## src/hw/rtl/sli_pkg.sv

```systemverilog
// sli_pkg: shared types and constants for the sorted list insert/delete unit
// payload structs, status and op codes, and cell control types
// no dependencies
package sli_pkg;

   // default list depth
   localparam int DEPTH_DEF = 16;

   // operation codes
   localparam logic OP_INSERT = 1'b0;
   localparam logic OP_DELETE = 1'b1;

   // result status codes
   typedef enum logic [1:0] {
      ST_DONE      = 2'd0,
      ST_FULL      = 2'd1,
      ST_NOT_FOUND = 2'd2
   } status_type;

   // input item
   typedef struct packed {
      logic               op;
      logic signed [31:0] value;
   } req_type;

   // result item
   typedef struct packed {
      logic [1:0] status;
      logic [3:0] position;
      logic [4:0] count;
      logic       empty_res;
   } rsp_type;

   // broadcast to every cell
   typedef struct packed {
      logic               ins_en;
      logic               del_en;
      logic signed [31:0] value;
   } sli_bcast_type;

   // per-cell compare flags
   typedef struct packed {
      logic after;   // insert lands at or before this cell
      logic match;   // valid entry equal to the value
      logic ge;      // entry not below the value
   } sli_flag_type;

endpackage

```

## src/hw/rtl/sli_cell.sv

```systemverilog
// sli_cell: one slot of the sorted list, compares the broadcast value
// and shifts with its neighbors on insert or delete
// depends on sli_pkg
module sli_cell
   import sli_pkg::*;
(
   input  logic               clock,
   input  sli_bcast_type      bcast,
   input  logic               slot_valid,
   input  logic               left_after,
   input  logic signed [31:0] left_entry,
   input  logic signed [31:0] right_entry,
   output logic signed [31:0] entry,
   output sli_flag_type       flags
);

   logic signed [31:0] entry_ff;
   logic signed [31:0] entry_in;

   // compare against the broadcast value
   always_comb begin
      flags.after = !slot_valid || (entry_ff > bcast.value);
      flags.match = slot_valid && (entry_ff == bcast.value);
      flags.ge    = !(entry_ff < bcast.value);
   end

   // next entry: shift up, take the value, or shift down
   always_comb begin
      entry_in = entry_ff;
      if (bcast.ins_en) begin
         if (left_after) begin
            entry_in = left_entry;
         end else if (flags.after) begin
            entry_in = bcast.value;
         end
      end else if (bcast.del_en && flags.ge) begin
         entry_in = right_entry;
      end
   end

   // entry storage, no reset
   always_ff @(posedge clock) begin
      entry_ff <= entry_in;
   end

   assign entry = entry_ff;

endmodule

```

## src/hw/rtl/sorted_list_insert_delete_unit.sv

```systemverilog
// sorted list insert/delete unit: a row of DEPTH cells holds the ascending list
// the result is registered in the cycle after the input transfer
// throughput: one item per cycle while the result register drains, with the compare and shift done in the cells
// reset: synchronous, clears the fill count and the result valid; entries are not cleared
// depends on sli_pkg and sli_cell
module sorted_list_insert_delete_unit
   import sli_pkg::*;
#(
   parameter int DEPTH = DEPTH_DEF
) (
   input  logic    clock,
   input  logic    reset,
   input  logic    req_valid,
   output logic    req_ready,
   input  req_type req_data,
   output logic    rsp_valid,
   input  logic    rsp_ready,
   output rsp_type rsp_data
);

   localparam int IDX_W = (DEPTH > 1) ? $clog2(DEPTH) : 1;
   localparam int CNT_W = $clog2(DEPTH + 1);
   localparam int POS_W = (IDX_W > 4) ? IDX_W : 4;
   localparam int CNX_W = (CNT_W > 5) ? CNT_W : 5;

   logic [CNT_W-1:0]   held_ff, held_in;
   logic               rsp_valid_ff, rsp_valid_in;
   rsp_type            rsp_ff, rsp_in;

   logic               accept;
   logic               full;
   logic               found;
   sli_bcast_type      bcast;
   logic signed [31:0] entry [DEPTH];
   sli_flag_type       flags [DEPTH];
   logic [DEPTH-1:0]   slot_valid;
   logic [DEPTH-1:0]   match_vec;
   logic [DEPTH-1:0]   ins_first;
   logic [DEPTH-1:0]   del_first;
   logic [POS_W-1:0]   ins_pos, del_pos, pos_sel;
   logic [CNX_W-1:0]   held_ext;

   // handshake: output register frees as it drains
   assign accept    = req_valid && req_ready;
   assign req_ready = !rsp_valid_ff || rsp_ready;
   assign full      = (held_ff == CNT_W'(DEPTH));

   // valid slots and match summary
   always_comb begin
      for (int i = 0; i < DEPTH; i++) begin
         slot_valid[i] = held_ff > CNT_W'(i);
         match_vec[i]  = flags[i].match;
      end
   end
   assign found = |match_vec;

   // broadcast to the cells
   always_comb begin
      bcast.value  = req_data.value;
      bcast.ins_en = accept && (req_data.op == OP_INSERT) && !full;
      bcast.del_en = accept && (req_data.op == OP_DELETE) && found;
   end

   // cell row
   genvar g;
   generate
      for (g = 0; g < DEPTH; g++) begin : g_cell
         logic               left_after;
         logic signed [31:0] left_entry;
         logic signed [31:0] right_entry;
         if (g == 0) begin : g_first
            assign left_after = 1'b0;
            assign left_entry = req_data.value;
         end else begin : g_mid
            assign left_after = flags[g-1].after;
            assign left_entry = entry[g-1];
         end
         if (g == DEPTH - 1) begin : g_last
            assign right_entry = entry[g];
         end else begin : g_inner
            assign right_entry = entry[g+1];
         end
         sli_cell u_cell (
            .clock       (clock),
            .bcast       (bcast),
            .slot_valid  (slot_valid[g]),
            .left_after  (left_after),
            .left_entry  (left_entry),
            .right_entry (right_entry),
            .entry       (entry[g]),
            .flags       (flags[g])
         );
      end
   endgenerate

   // first-cell one-hots for insert slot and delete match
   always_comb begin
      ins_first[0] = flags[0].after;
      del_first[0] = flags[0].match;
      for (int i = 1; i < DEPTH; i++) begin
         ins_first[i] = flags[i].after && !flags[i-1].after;
         del_first[i] = flags[i].match && !flags[i-1].match;
      end
   end

   // encode positions from the one-hots
   always_comb begin
      ins_pos = '0;
      del_pos = '0;
      for (int i = 0; i < DEPTH; i++) begin
         ins_pos = ins_pos | (ins_first[i] ? POS_W'(i) : '0);
         del_pos = del_pos | (del_first[i] ? POS_W'(i) : '0);
      end
   end

   // result and fill count
   always_comb begin
      held_in       = held_ff;
      pos_sel       = '0;
      rsp_in.status = ST_DONE;
      if (req_data.op == OP_INSERT) begin
         if (full) begin
            rsp_in.status = ST_FULL;
         end else begin
            pos_sel = ins_pos;
            held_in = held_ff + CNT_W'(1);
         end
      end else begin
         if (found) begin
            pos_sel = del_pos;
            held_in = held_ff - CNT_W'(1);
         end else begin
            rsp_in.status = ST_NOT_FOUND;
         end
      end
      held_ext         = CNX_W'(held_in);
      rsp_in.position  = pos_sel[3:0];
      rsp_in.count     = held_ext[4:0];
      rsp_in.empty_res = (held_in == '0);
   end

   // output valid
   always_comb begin
      rsp_valid_in = rsp_valid_ff;
      if (accept) begin
         rsp_valid_in = 1'b1;
      end else if (rsp_ready) begin
         rsp_valid_in = 1'b0;
      end
   end

   // control registers
   always_ff @(posedge clock) begin
      if (reset) begin
         held_ff      <= '0;
         rsp_valid_ff <= 1'b0;
      end else begin
         if (accept) begin
            held_ff <= held_in;
         end
         rsp_valid_ff <= rsp_valid_in;
      end
   end

   // result payload register
   always_ff @(posedge clock) begin
      if (accept) begin
         rsp_ff <= rsp_in;
      end
   end

   assign rsp_valid = rsp_valid_ff;
   assign rsp_data  = rsp_ff;

endmodule

```

## config.mk

```make
export PLATFORM = sky130hd
export DESIGN_NAME = sorted_list_insert_delete_unit
export DESIGN_NICKNAME = d
export VERILOG_FILES = /design/src/hw/rtl/sli_pkg.sv /design/src/hw/rtl/sli_cell.sv /design/src/hw/rtl/sorted_list_insert_delete_unit.sv
export SDC_FILE = /design/constraint.sdc
export NUM_CORES = 2
export LEC_CHECK = 0
export BUFFER_PORTS_ARGS = -buffer_cell sky130_fd_sc_hd__buf_2
export CAP_MARGIN = 40
export CORE_MARGIN = 3
export CORE_UTILIZATION = 31
export CTS_BUF_LIST = sky130_fd_sc_hd__clkbuf_8 sky130_fd_sc_hd__clkbuf_16
export DETAILED_ROUTE_END_ITERATION = 16
export GPL_TIMING_DRIVEN = 0
export SLEW_MARGIN = 20
export SYNTH_ARGS = -nofsm -noshare
export SYNTH_HDL_FRONTEND = slang
export SYNTH_SLANG_ARGS = --single-unit
```

## constraint.sdc

```tcl
create_clock -name clock -period 15.4 [get_ports clock]
set_input_delay 1.54 -clock clock [delete_from_list [all_inputs] [get_ports clock]]
set_output_delay 1.54 -clock clock [all_outputs]
set_load 0.1 [all_outputs]
```

==> metrics.txt <==
top-area cell type share of the netlist area=40.91%; Multi-input gate area=21510 sq um; via/cell ratio=5.735; setup TNS=0 ns; Detail Route Antenna Nets=0; Wirelength per Cell=23.21 microns; CTS resizes=0; number of remaining DRC errors=0; largest family of logic cells by synthesized area=compound AO/OA/AOI/OAI gates; met3 Use GR=3.972%; row count=128; Layout Nets=4862; CP Launch Point=req_data[16]; Hold WC Path Type=reg2reg; Fin Clk Skew=0.03159 ns; crit path kind=in2reg; initial antenna violation count=11; post-CTS setup repair buffer count=0; DR iter-0 viols=4079; Worst setup EP type=register; first-pass GRT wire length=205.1 mm; synthesized area=38460 sq um; CTS Buf Count=61; CP top delay family=buffers and inverters; gr ovfl total=0; PortBufs=19; Post-Synth Adder-Cell Area=16.82%; #FFs+latches synth=530; XOR/XNOR Fraction of Synth Area=0.2050%; initial core utilization=31.39%; Fin. Hold Viols=0; Synth Flop Type=edfxtp_1; Yosys top cell by area=edfxtp_1; Clock Path Buffers=3; clock insertion delay at the later pin of the skew report=0.67 ns; Layout Area Growth over Synthesis=14.48%; vias post-DR=34340; max-slew violation count=0; CTS clock-pin slew for the worst setup and hold paths=0.06 ns; met2 Resource Use GR=31.07%; post-synthesis cell count=4156; I/O pin cnt=51; Final Cycle Share=43.63%; Post-Layout Cell Count=5988; core area=122500 sq um; Die W=358.2 microns; register area share after synthesis=41.23%; root buffer cell=clkbuf_16; die area=128300 sq um; ys async rst share=0%; RSZ-0062 raised after global routing=false; CTS Hold Bufs=0; Fill cells=12390; cell mode on critical path=clkbuf_1; gr usage total=20.89%; Post-DP HPWL=112.2 mm; Critical Path RT=15.77 ns; VDD IR max=0.09856 mV; Pwr per Cell Area=88.62 nW/um^2; # setup viols final=0; Commonest cells post-synth=nand2_1 (675), edfxtp_1 (524), ha_1 (517); H-tree Lvls=2; largest cells by area after synthesis=edfxtp_1 (41%), ha_1 (17%), nand2_1 (6.6%); met1 GRT Util=30.23%; Least-Margin Pin Slew=1.014 ns; Synth Area in Simple Gates=15.22%; mux contribution to synthesized area=5.271%; Worst path max stage delay=0.63 ns; worst r2r src=held_ff[0]$_SDFFE_PP0P_; Synth Area in Compound Gates=18.08%; crit path buf inv count=8; Max FO, Critical Path=20; largest net degree at the start of global routing=24; vias in the first global route=32580; status=complete, no violations; HP Start=rsp_valid$_SDFFE_PP0P_; CTS tree=done; final RePlAce weighted congestion=1.015; drt pass-1 iters=6; Critical Path Start Type=input port; crit-path cells=clkbuf_1 -> clkinv_1 -> buf_16 -> ha_1 -> nand4_1 -> nor4_1 -> buf_2 -> and4b_1 -> clkbuf_1 -> o21bai_1 -> nor3_2 -> a21oi_4 -> nand2_1 -> clkbuf_1 -> buf_6 -> o21a_1 -> a31oi_4 -> buf_16; CTS Sinks=530; cell with the most instances after synthesis=nand2_1; Mean Syn Cell Area=9.254 sq um; syn nets=4710; Slew headroom=31.80%; number of distinct library cells after synthesis=83; max_cap viols=0; layout cells sized above 1=5.878%; GRT Max-Usage Layer=met2; WL final=139.0 mm; fmax=148.8 MHz; time the worst path needs with I/O delays and setup=6.718 ns; Die Span Y=358.2 microns; Crit-path slowest cell=clkbuf_1; EDFF count, synth=524; warnings from Yosys=0; CP arrival=7.09 ns; placed cells=5865; Leak Pwr=17.53 nW; Sequential Area=15860 sq um
==> metrics by stage <==
step	total power [mW]	utilization [%]	hold slack, ns	setup slack (ns)	area, sq um
6_report	3.902	35.94	0.5521	8.682	44030
3_3_place_gp	2.394	33.13	0.5029	5.154	40590
4_1_cts	3.902	35.88	0.5474	8.895	43960
3_5_place_dp	2.458	34.32	0.5360	8.164	42050
5_1_grt	4.050	35.92	0.5872	8.540	44010
2_1_floorplan	2.186	-	0.5219	8.629	38460
==> worst min-delay path, stage by stage (launching register included) <==
cell and delay, ns:
dfxtp_1 0.31, nand2b_1 0.11, a21oi_1 0.08
==> flip-flops by register name (all words and copies together), names as in the netlist <==
name                 flops
g_cell.u_cell.entry    512
held_ff                  5
rsp_data                12
rsp_valid                1
==> final timing paths <==
check	depth (start not counted)	endpoint	slack (ns)
setup / recovery	18	g_cell[3].u_cell.entry[7]$_DFFE_PP_	8.68
hold / removal	2	rsp_valid$_SDFFE_PP0P_	0.55
setup reg to reg	16	g_cell[0].u_cell.entry[26]$_DFFE_PP_	10.44
hold reg to reg	2	rsp_valid$_SDFFE_PP0P_	0.55
==> logic make-up (layout without fill, tap and decap cells) <==
group	Yosys count	in the layout
fa+ha+maj	517	517
other cells	0	8
compound gates	1247	1247
xor+xnor	9	9
simple gates	1339	1339
mux	202	202
flops	530	530
buf+inv	312	511
==> routing by layer <==
metal  routed length, microns  vias up
li1                         -    15850
met1                    61870    16650
met2                    58830     1619
met3                    13230      210
met4                     5012        6
met5                       34        -
==> power by group <==
group	total (mW)	internal, mW	switching, mW	leakage, nW
Combinational	0.690	0.237	0.453	11.6
Clock	1.46	0.802	0.654	0.984
Sequential	1.76	1.69	0.0652	4.97
Total	3.90	2.73	1.17	17.5
==> area by class of cell <==
class / count / area share [%]
inverters: 77 / 0.6565
well taps: 1625 / 4.618
clock buffers: 64 / 3.586
repair buffers: 89 / 3.342
flip-flops and latches: 530 / 36.01
plain buffers: 235 / 2.129
multi-input cells: 3314 / 48.85
diodes: 8 / 0.04547
clock inverters: 46 / 0.7616
==> cells in the final DEF, fill, tap and decap left out, types with 67 or more instances in the layout <==
master / count
mux2i_1: 198
o21ai_1: 67
nand3_1: 69
o21ai_0: 491
clkbuf_1: 183
ha_1: 517
nand2_1: 675
nand4_1: 122
a21oi_1: 446
edfxtp_1: 524
nor2_1: 320
(Power assumes the default switching activity.)
